### src/hw/rtl/sae_pkg.sv
`default_nettype none

package sae_pkg;

    // Controller states
    typedef enum logic {
        ST_IDLE,
        ST_RUN
    } state_t;

    // Commands from the controller to the datapath
    typedef struct packed {
        logic load;     // latch a sprite entry that passed the filter
        logic emit;     // write the current cell into the output register
    } sae_cmd_t;

    // Status from the datapath to the controller
    typedef struct packed {
        logic pass;       // presented entry belongs to the selected pass
        logic last_cell;  // counters sit on the final cell of the grid
        logic out_free;   // output register can take a cell this cycle
    } sae_status_t;

    localparam int TileW   = 14;
    localparam int PosW    = 10;
    localparam int InDataW = 64;
    localparam int OutDataW = 40;

    localparam logic [12:0] TileSpecialA = 13'h3f8;
    localparam logic [12:0] TileSpecialB = 13'h3f9;

    // Tile offset of a column within the grid
    function automatic logic [4:0] col_off(input logic [2:0] c);
        logic [4:0] v;
        case (c)
            3'd0:    v = 5'd0;
            3'd1:    v = 5'd1;
            3'd2:    v = 5'd4;
            3'd3:    v = 5'd5;
            3'd4:    v = 5'd16;
            3'd5:    v = 5'd17;
            3'd6:    v = 5'd20;
            3'd7:    v = 5'd21;
            default: v = 5'd0;
        endcase
        return v;
    endfunction

    // Tile offset of a row within the grid
    function automatic logic [5:0] row_off(input logic [2:0] r);
        logic [5:0] v;
        case (r)
            3'd0:    v = 6'd0;
            3'd1:    v = 6'd2;
            3'd2:    v = 6'd8;
            3'd3:    v = 6'd10;
            3'd4:    v = 6'd32;
            3'd5:    v = 6'd34;
            3'd6:    v = 6'd40;
            3'd7:    v = 6'd42;
            default: v = 6'd0;
        endcase
        return v;
    endfunction

    // Grid width minus one for a size code
    function automatic logic [2:0] width_m1(input logic [2:0] s);
        logic [2:0] v;
        case (s)
            3'd0:    v = 3'd0;
            3'd1:    v = 3'd1;
            3'd2:    v = 3'd0;
            3'd3:    v = 3'd1;
            3'd4:    v = 3'd3;
            3'd5:    v = 3'd1;
            3'd6:    v = 3'd3;
            3'd7:    v = 3'd7;
            default: v = 3'd0;
        endcase
        return v;
    endfunction

    // Grid height minus one for a size code
    function automatic logic [2:0] height_m1(input logic [2:0] s);
        logic [2:0] v;
        case (s)
            3'd0:    v = 3'd0;
            3'd1:    v = 3'd0;
            3'd2:    v = 3'd1;
            3'd3:    v = 3'd1;
            3'd4:    v = 3'd1;
            3'd5:    v = 3'd3;
            3'd6:    v = 3'd3;
            3'd7:    v = 3'd7;
            default: v = 3'd0;
        endcase
        return v;
    endfunction

endpackage

`default_nettype wire

### src/hw/rtl/sae_ctrl.sv
`default_nettype none

module sae_ctrl (
    input  wire                  clk,
    input  wire                  rst_n,
    input  wire                  in_valid,
    output logic                 in_ready,
    input  sae_pkg::sae_status_t status,
    output sae_pkg::sae_cmd_t    cmd
);
    import sae_pkg::*;

    state_t state_reg;
    state_t state_next;

    // Hold the state
    always_ff @(posedge clk or negedge rst_n)
    begin
        if (!rst_n)
        begin
            state_reg <= ST_IDLE;
        end
        else
        begin
            state_reg <= state_next;
        end
    end

    // Take a request in idle, then walk the grid one cell per free slot
    always_comb
    begin
        state_next = state_reg;
        in_ready   = 1'b0;
        cmd.load   = 1'b0;
        cmd.emit   = 1'b0;
        case (state_reg)
            ST_IDLE:
            begin
                in_ready = 1'b1;
                if (in_valid && status.pass)
                begin
                    cmd.load   = 1'b1;
                    state_next = ST_RUN;
                end
            end
            ST_RUN:
            begin
                if (status.out_free)
                begin
                    cmd.emit = 1'b1;
                    if (status.last_cell)
                    begin
                        state_next = ST_IDLE;
                    end
                end
            end
            default:
            begin
                state_next = ST_IDLE;
            end
        endcase
    end

endmodule

`default_nettype wire

### src/hw/rtl/sae_datapath.sv
`default_nettype none

module sae_datapath (
    input  wire                             clk,
    input  wire                             rst_n,
    input  wire                             mode,
    input  wire  [sae_pkg::InDataW-1:0]     in_data,
    input  sae_pkg::sae_cmd_t               cmd,
    output sae_pkg::sae_status_t            status,
    output logic                            out_valid,
    input  wire                             out_ready,
    output logic [sae_pkg::OutDataW-1:0]    out_data,
    output logic                            out_last
);
    import sae_pkg::*;

    // Entry bytes
    logic [7:0]  enable_byte;
    logic [7:0]  size_tile_high;
    logic [7:0]  tile_low;
    logic [7:0]  priority_color;
    logic [7:0]  y_high;
    logic [7:0]  y_low;
    logic [7:0]  x_high;
    logic [7:0]  x_low;

    assign enable_byte    = in_data[7:0];
    assign size_tile_high = in_data[15:8];
    assign tile_low       = in_data[23:16];
    assign priority_color = in_data[31:24];
    assign y_high         = in_data[39:32];
    assign y_low          = in_data[47:40];
    assign x_high         = in_data[55:48];
    assign x_low          = in_data[63:56];

    logic [12:0]     tile13;
    logic [1:0]      prio;
    logic [2:0]      size;
    logic [2:0]      wm1_in;
    logic [2:0]      hm1_in;
    logic            fx_in;
    logic            fy_in;
    logic [PosW-1:0] x0_in;
    logic [PosW-1:0] y0_in;
    logic [12:0]     base_in;
    logic            pass_in;
    logic            last_cell;
    logic            out_free;

    // Filter the entry for the selected pass
    assign tile13 = {size_tile_high[4:0], tile_low};
    assign prio   = priority_color[6:5];
    always_comb
    begin
        if (!enable_byte[7])
        begin
            pass_in = 1'b0;
        end
        else if (mode)
        begin
            pass_in = (prio == 2'd0);
        end
        else
        begin
            pass_in = (prio != 2'd0) || (tile13 == TileSpecialA)
                      || (tile13 == TileSpecialB);
        end
    end

    // Derive the grid origin and base tile
    assign size    = size_tile_high[7:5];
    assign wm1_in  = width_m1(size);
    assign hm1_in  = height_m1(size);
    assign fx_in   = x_high[1];
    assign fy_in   = y_high[1];
    assign base_in = (size != 3'd0) ? {tile13[12:2], 2'b00} : tile13;
    always_comb
    begin
        x0_in = {1'b0, x_high[0], x_low};
        y0_in = 10'd256 - {1'b0, y_high[0], y_low};
        if (fx_in)
        begin
            x0_in = x0_in + {3'd0, wm1_in, 4'd0};
        end
        if (fy_in)
        begin
            y0_in = y0_in + {3'd0, hm1_in, 4'd0};
        end
    end

    // Latched sprite attributes
    logic [12:0]     base_reg;
    logic [1:0]      color_reg;
    logic            fx_reg;
    logic            fy_reg;
    logic [PosW-1:0] x0_reg;
    logic [PosW-1:0] y0_reg;
    logic [2:0]      wm1_reg;
    logic [2:0]      hm1_reg;
    logic [2:0]      col_reg;
    logic [2:0]      col_next;
    logic [2:0]      row_reg;
    logic [2:0]      row_next;

    assign last_cell = (col_reg == wm1_reg) && (row_reg == hm1_reg);

    // Advance the cell counters, row by row
    always_comb
    begin
        col_next = col_reg;
        row_next = row_reg;
        if (cmd.load)
        begin
            col_next = 3'd0;
            row_next = 3'd0;
        end
        else if (cmd.emit)
        begin
            if (col_reg == wm1_reg)
            begin
                col_next = 3'd0;
                row_next = row_reg + 3'd1;
            end
            else
            begin
                col_next = col_reg + 3'd1;
            end
        end
    end

    always_ff @(posedge clk)
    begin
        if (cmd.load)
        begin
            base_reg  <= base_in;
            color_reg <= priority_color[1:0];
            fx_reg    <= fx_in;
            fy_reg    <= fy_in;
            x0_reg    <= x0_in;
            y0_reg    <= y0_in;
            wm1_reg   <= wm1_in;
            hm1_reg   <= hm1_in;
        end
        col_reg <= col_next;
        row_reg <= row_next;
    end

    // Build the current cell
    logic [TileW-1:0] tile_cell;
    logic [PosW-1:0]  dx;
    logic [PosW-1:0]  dy;
    logic [PosW-1:0]  sx_cell;
    logic [PosW-1:0]  sy_cell;

    assign tile_cell = {1'b0, base_reg} + {9'd0, col_off(col_reg)}
                       + {8'd0, row_off(row_reg)};
    assign dx        = {3'd0, col_reg, 4'd0};
    assign dy        = {3'd0, row_reg, 4'd0};
    assign sx_cell   = fx_reg ? (x0_reg - dx) : (x0_reg + dx);
    assign sy_cell   = fy_reg ? (y0_reg - dy) : (y0_reg + dy);

    // Output register
    logic                valid_reg;
    logic [OutDataW-1:0] data_reg;
    logic                last_reg;

    assign out_free = !valid_reg || out_ready;

    // Report status to the controller
    assign status = '{pass: pass_in, last_cell: last_cell, out_free: out_free};

    always_ff @(posedge clk or negedge rst_n)
    begin
        if (!rst_n)
        begin
            valid_reg <= 1'b0;
        end
        else if (cmd.emit)
        begin
            valid_reg <= 1'b1;
        end
        else if (out_ready)
        begin
            valid_reg <= 1'b0;
        end
    end

    always_ff @(posedge clk)
    begin
        if (cmd.emit)
        begin
            data_reg <= {2'b00, sy_cell, sx_cell, fy_reg, fx_reg, color_reg, tile_cell};
            last_reg <= last_cell;
        end
    end

    assign out_valid = valid_reg;
    assign out_data  = data_reg;
    assign out_last  = last_reg;

endmodule

`default_nettype wire

### src/hw/rtl/sprite_attribute_expander.sv
`default_nettype none

// Sprite attribute expander.
// The slave stream takes one 8-byte sprite entry per request, with the pass
// selector on tuser (1 = behind pass, 0 = front pass). A sprite that is
// disabled or filtered by priority produces nothing; its request is
// accepted and dropped. Otherwise it is split into a grid of 1x1 up to 8x8
// cells of 16x16 pixels, and the master stream carries one request per
// cell, row by row, with tlast on the final cell.
// An accepted entry is latched first; the first cell is then written into
// the output register, which drives the master stream.
// Throughput: one cell per cycle while the output register can take a
// cell, after the load of each entry. A new entry is accepted once the
// last cell has entered the output register, while that cell still waits
// to be taken.
// A stall on m_axis_tready holds the output register and the cell counters;
// no cell is lost or repeated.
// Reset clears the controller to idle and empties the output register.
module sprite_attribute_expander (
    input  wire                           clk,
    input  wire                           rst_n,
    input  wire                           s_axis_tvalid,
    output logic                          s_axis_tready,
    // enable_byte, size_tile_high, tile_low, priority_color,
    // y_high, y_low, x_high, x_low
    input  wire  [sae_pkg::InDataW-1:0]   s_axis_tdata,
    // mode
    input  wire                           s_axis_tuser,
    output logic                          m_axis_tvalid,
    input  wire                           m_axis_tready,
    // tile_number, color, flip_x, flip_y, screen_x, screen_y, 2 zero bits
    output logic [sae_pkg::OutDataW-1:0]  m_axis_tdata,
    output logic                          m_axis_tlast
);
    import sae_pkg::*;

    sae_cmd_t    cmd;
    sae_status_t status;

    sae_ctrl u_ctrl (
        .clk      (clk),
        .rst_n    (rst_n),
        .in_valid (s_axis_tvalid),
        .in_ready (s_axis_tready),
        .status   (status),
        .cmd      (cmd)
    );

    sae_datapath u_datapath (
        .clk       (clk),
        .rst_n     (rst_n),
        .mode      (s_axis_tuser),
        .in_data   (s_axis_tdata),
        .cmd       (cmd),
        .status    (status),
        .out_valid (m_axis_tvalid),
        .out_ready (m_axis_tready),
        .out_data  (m_axis_tdata),
        .out_last  (m_axis_tlast)
    );

endmodule

`default_nettype wire
### config.mk
export PLATFORM = sky130hd
export DESIGN_NAME = sprite_attribute_expander
export DESIGN_NICKNAME = d
export VERILOG_FILES = /design/src/hw/rtl/sae_pkg.sv /design/src/hw/rtl/sae_ctrl.sv /design/src/hw/rtl/sae_datapath.sv /design/src/hw/rtl/sprite_attribute_expander.sv
export SDC_FILE = /design/constraint.sdc
export NUM_CORES = 1
export LEC_CHECK = 0
export BUFFER_PORTS_ARGS = -buffer_cell sky130_fd_sc_hd__buf_4
export CAP_MARGIN = 20
export CELL_PAD_IN_SITES_DETAIL_PLACEMENT = 1
export CELL_PAD_IN_SITES_GLOBAL_PLACEMENT = 1
export CORE_UTILIZATION = 40
export CTS_BUF_LIST = sky130_fd_sc_hd__clkbuf_8
export DETAILED_ROUTE_END_ITERATION = 10
export PLACE_DENSITY_LB_ADDON = 0.1
export SETUP_SLACK_MARGIN = 0.02
export SLEW_MARGIN = 20
export SYNTH_ARGS = -nofsm -noshare
export SYNTH_HDL_FRONTEND = slang
export SYNTH_SLANG_ARGS = --single-unit
### constraint.sdc
create_clock -name clk -period 3.24 [get_ports clk]
set_clock_uncertainty 0.1 [all_clocks]
set_input_delay 0.162 -clock clk [delete_from_list [all_inputs] [get_ports clk]]
set_output_delay 0.162 -clock clk [all_outputs]
set_load 0.03 [all_outputs]
* Word-level counts from Yosys, hierarchy flattened
Memory sizes are Yosys's and may differ from the RTL's. A register that Yosys moved wholly into a read port is not among the register bits.
Index checks and enable logic that the tools add are counted.
** Operators by class
- Reduce and logical (&&, ||, !) cells :: 11
- Eq/ne operators :: 4
- Bitwise gates (word level) :: 1
- Add/subtract/negate cells :: 11
- Multiplexer cells :: 21
** Operator list (number)
- $add 10x7->10 :: 3
- $mux 10 :: 3
- $eq 13x10->1 const B :: 2
- $sub 10x7->10 :: 2
- $mux 3 :: 5
- $add 13x5->14 :: 1
- $add 14x6->14 :: 1
- $mux 1 :: 11
- $add 9x7->10 :: 1
- $sub 9x9->10 const A :: 1
- $mux 9 :: 1
- $add 3x1->3 const B :: 2
- $eq 3x3->1 :: 2
- $reduce_bool 2->1 :: 2
- $logic_or 1x1->1 :: 3
- $reduce_bool 3->1 :: 1
- $logic_and 1x1->1 :: 2
- $logic_not 2->1 :: 1
- $pmux 1 s2 :: 1
- $reduce_and 2->1 :: 1
- $logic_not 1->1 :: 1
- $not 1->1 :: 1
** Word-level totals
- Output and inout port bits :: 43
- Bits in registers :: 90
- ROM bits :: 96
- Logic and storage cells :: 68
- Memories kept :: 4
- Bits of input ports :: 69
** Memory list
- (no name shown) :: depth 8, bits a word 3, rd ports 1, clocked after Yosys merged registers in 1, write ports 0, RTL line sae_pkg.sv:52 : case (r)
- (no name shown) :: depth 8, bits a word 3, rd ports 1, clocked after Yosys merged registers in 1, write ports 0, RTL line sae_pkg.sv:35 : case (c)
- (no name shown) :: depth 8, bits a word 3, rd ports 1, clocked after Yosys merged registers in 0, write ports 0, RTL line sae_pkg.sv:86 : case (s)
- (no name shown) :: depth 8, bits a word 3, rd ports 1, clocked after Yosys merged registers in 0, write ports 0, RTL line sae_pkg.sv:69 : case (s)

* Longest topological paths before layout
- Depth after elaboration :: 9
- Gate-level depth with buffers :: 11
- Depth with buffers taken out :: 11

* Modules after synthesis
From an unflattened synthesis, not the netlist that was laid out.
** Second synthesis, totals
- Cells, all modules :: 339
- Area, all modules :: 4538.1 um2
** By module, submodules not included
- sae_datapath :: seq. area each 2697.6 um2, cells each 333, times used 1, area an instance 4481.8 um2
- sae_ctrl :: seq. area each 25.0 um2, cells each 6, times used 1, area an instance 56.3 um2

* Least setup slack after synthesis
OpenSTA, ideal clock, no wires.
- Kind :: reg2reg
- Start point :: register u_ctrl.state_reg
- End point :: register u_datapath.base_reg[0], enable pin
- Library setup time :: 415 ps
- Stages on the path, launching flop included :: 4
- Path buffers :: 0
- Data arrival time :: 2016 ps
- Period minus slack after synthesis :: 2531 ps
- Required time :: 2725 ps
- Setup slack :: 709 ps
- Path through :: dfrtp_1 -> inv_1 -> nand4_1 -> nor2_2
** RTL lines
- start: declaration :: RTL line sae_ctrl.sv:13 : state_t state_reg;
- start signal: assignment :: RTL line sae_ctrl.sv:25 : state_reg <= state_next;
- end signal: assignment :: RTL line sae_datapath.sv:135 : base_reg <= base_in;
- end: declaration :: RTL line sae_datapath.sv:92 : logic [12:0] base_reg;

* Worst setup path in the final report
- Start point :: input s_axis_tdata[40] (netlist name)
- End point :: register u_datapath.y0_reg[8], data pin
** Between the ends
- Longest elaborated chain between the ends :: 3
** RTL lines
- start: declaration :: RTL line sprite_attribute_expander.sv:26 : input wire [sae_pkg::InDataW-1:0] s_axis_tdata,
- $sub 9x9->10 (*) :: RTL line sae_datapath.sv:80 : y0_in = 10'd256 - {1'b0, y_high[0], y_low};
- $add 10x7->10 :: RTL line sae_datapath.sv:87 : y0_in = y0_in + {3'd0, hm1_in, 4'd0};
- $mux 10 (*) :: RTL line sae_datapath.sv:85 : if (fy_in)
- net u_datapath.y0_in[8] :: RTL line sae_datapath.sv:44 : logic [PosW-1:0] y0_in;
- end signal: assignment :: RTL line sae_datapath.sv:140 : y0_reg <= y0_in;
- end: declaration :: RTL line sae_datapath.sv:97 : logic [PosW-1:0] y0_reg;
The timed path passes the listed nets; every way through them passes the cells marked *.
A chain may end at the register's enable or synchronous reset.

==> metrics.md <==
| Metric | Value |
|---|---|
| Root buffer cell | clkbuf_8 |
| Syn-to-layout area delta | 29.1% |
| Crit Path Max Fanout | 5 |
| Footprint of the multi-input gates | approximately 1700 µm² |
| Synth cell types | 48 |
| Setup CP Type | in -> reg |
| Sw power | 1.67 mW |
| Register area share after synthesis | 60.6% |
| Height of the die | 108 µm |
| Deepest clock path buffer count | 2 |
| Combinational fraction of design power | between 40% and 50% |
| Final net count | 568 |
| Internal power | ~2.8 mW |
| Sw frac | a little under two fifths |
| Max reg flops | 38 |
| Seq cells post-synth | 95 |
| Vias/cell | 4.89 |
| Number of global-route vias before repair | approximately 3.0k |
| Initial antenna violation count | 0 |
| HPWL Detailed | 6870 µm |
| Crit-path max cell delay | 0.54 ns |
| DRT iter0 DRCs | 125 |
| Highest Clock Rate | 342 MHz |
| Htree depth | 3 |
| Core area | 10900 µm² |
| Die W | 108 µm |
| Critical-path top delay cell | dlygate4sd3_1 |
| Congestion Overflow GR | 0 |
| Max Cap Viol | 0 |
| Static leakage | 2.35 nW |
| Clock power share | 16.4% |
| Final Max Tran Viols | 0 |
| Fillcell total | 1146 |
| Area fraction of the dominant cell type after synthesis | a little over half |
| First-pass GRT wire length | 14400 µm |
| Clock Sinks | 95 |
| TNS Setup | 0 ns |
| CTS-repair resized insts | 0 |
| Number of buffers created by CTS | 9 |
| CP required | 3.27 ns |
| Critical Path AT | 2.95 ns |
| Synth top area cells | edfxtp_1 (54%), ha_1 (8.1%), dfxtp_1 (5.3%) |
| Worst setup path start | s_axis_tdata[40] |
| CP endpoint kind | register |
| Share of cells above drive strength 1 | a little over a quarter |
| Syn avg cell area | between 10 and 15 µm² |
| Reg area | ~2700 µm² |
| Final Cycle Share | 90.3% |
| Setup crit start kind | input port |
| Synth area leader | edfxtp_1 |
| Pin count of the biggest net entering global routing | 28 |
| Post-synth top flop | edfxtp_1 |
| Number of port buffers | 86 |
| # rows | 38 |
| Power, Total | 4.42 mW |
| CTS tree | built |
| Ys async rst share | ~2.1% |
| Skew-Pair Late Insertion Delay | around 0.37 ns |
| Synthesis warning total | 0 |
| Critical Path, Cell by Cell | dlygate4sd3_1 > buf_4 > inv_1 > ha_1 > nand2_1 > xor2_1 > ha_1 > fa_1 > a21o_1 > nand2_1 > mux2_2 > a2bb2oi_1 > xnor2_1 |
| Slew @ Worst Pin | 0.752 ns |
| Routed len/inst | around 15 µm |
| TritonRoute pass-1 iters | 4 |
| ANT nets after route | 0 |
| Hold Crit Class | in -> async |
| Setup violations, final | 0 |
| Max IR drop VDD | around 0.31 mV |
| EDFF count, synth | 81 |
| I/O pin total | 112 |
| Worst R2R Start | u_datapath.col_reg[0] |
| Unrepaired setup endpoints after global routing | false |
| Status | complete, no violations |
| Reg clk slew, reported paths | 0.09 ns |
| Max_slew headroom | between 40 and 50% |
| Starting density of the core | between 40% and 50% |
| Post-route DRC | 0 |
| DR vias | 2981 |
| Die Footprint | 11700 µm² |
| Global-route usage over all layers | 16.5% |
| Crit path time final | 2.93 ns |
| Area of the mapped netlist | 4500 µm² |
| Cells after Synth | 337 |
| Final Hold Viols | 0 |
| Drt total wl | just over 9000 µm |
| Diode count | 0 |
| GPL Wtd Cong | 0.741 |
| Pwr Density | 762 nW/µm² |
| Sequential Power Share | around two fifths |
## critical path: cells and delay by family
| family | cells | cell delay, ns |
|---|---|---|
| multiplexers | 1 | 0.34 |
| AND/OR/NAND/NOR | 2 | 0.22 |
| buffers and inverters | 3 | 0.74 |
| adder cells (fa/ha/maj) | 3 | 0.87 |
| XOR/XNOR | 2 | 0.30 |
| AO/OA/AOI/OAI | 2 | 0.34 |
## cell usage in the layout (no fill, tap or decap), types with 7 or more instances in the layout
cell type	n
clkbuf_8	9
nor2_1	22
ha_1	29
dlygate4sd3_1	28
buf_4	90
edfxtp_1	81
xnor2_1	24
inv_1	27
o21ai_0	13
a21oi_1	18
nand2_1	11
xor2_1	12
dfxtp_1	12
mux2_2	7
## routing by layer
metal  part of all wire [%]  track usage, %  wire length, µm  up-vias
met3                    3.1            3.25              286       11
met5                      0               0                0        -
met4                    1.5            7.24              136        0
met2                     52            29.0             4770       56
li1                       -               -                -     1471
met1                     43            19.5             3920     1443
## cell families (layout without fill, tap and decap cells)
kind of cell             Yosys count  after routing  synth area share (%)
flip-flops                        95             95                  60.6
AND/OR/NAND/NOR                   74             74                  8.82
AO/OA/AOI/OAI                     57             57                  8.13
XOR/XNOR                          36             36                  7.01
adder cells (fa/ha/maj)           34             34                  10.3
buffers and inverters             30            162                  2.67
multiplexers                      10             10                  2.42
other                              1              2                0.0834
## metrics by stage
stage | util, % | instance area (µm²) | instances | setup slack [ns] | hold WS [ns]
final | 53.3 | 5800 | 610 | 0.313 | 0.0173
after detailed placement | 49.0 | 5340 | 566 | 0.484 | -0.149
after global placement | 49.0 | 5340 | 566 | 0.564 | -0.149
after CTS | 53.3 | 5800 | 610 | 0.317 | 0.00196
after floorplan | - | 4500 | 338 | 0.709 | -0.234
after global routing | 53.3 | 5800 | 610 | 0.197 | 0.0161
## area by class of cell
type | count | share of cell area (%)
Tap cell | 140 | 3.02
Inverter | 28 | 1.81
Multi-Input combinational cell | 213 | 28.6
Sequential cell | 95 | 46.9
Timing Repair Buffer | 118 | 16.5
Clock inverter | 7 | 0.992
Clock buffer | 9 | 2.14
## power by group through the flow
stage / sequential [mW] / clock, mW / combinational [mW]
floorplan: 2.26 / 0 / 0.844
global placement: 1.88 / 0 / 1.77
detailed placement: 1.89 / 0 / 1.82
CTS: 1.86 / 0.750 / 1.87
global route: 1.89 / 0.787 / 2.01
finish: 1.86 / 0.724 / 1.84
## path summary, 6_finish.rpt
check / slack (ns) / cells after the start / end
setup reg to reg: 0.65 / 10 / u_datapath.out_data[27]
hold / removal: 0.02 / 2 / u_datapath.out_valid
min in group clk: 0.02 / 2 / u_datapath.x0_reg[4]
max in group asynchronous: 2.93 / 2 / u_ctrl.state_reg
setup / recovery: 0.31 / 13 / u_datapath.y0_reg[8]
hold reg to reg: 0.33 / 0 / u_datapath.out_data[20]
## cells in the mapped netlist (all sizes together), types with 3 or more instances
cell and n:
and3 6, o21bai 3, o21ai 14, xor2 12, xnor2 24, fa 5
nand3 4, nor2b 6, nand2 11, nor3 8, dfxtp 12, a21o 6
inv 28, mux2 7, a21oi 18, and2 3, o21a 4, ha 29
nor2 23, edfxtp 81, or2 4, mux2i 3
## repair_timing
action / CTS / global route
endpoints found under the setup margin: 0 / 0
buffers inserted: 0 / 0
hold endpoints to repair: 28 / 0
hold buffers: 28 / 0
(Power assumes the default switching activity.)
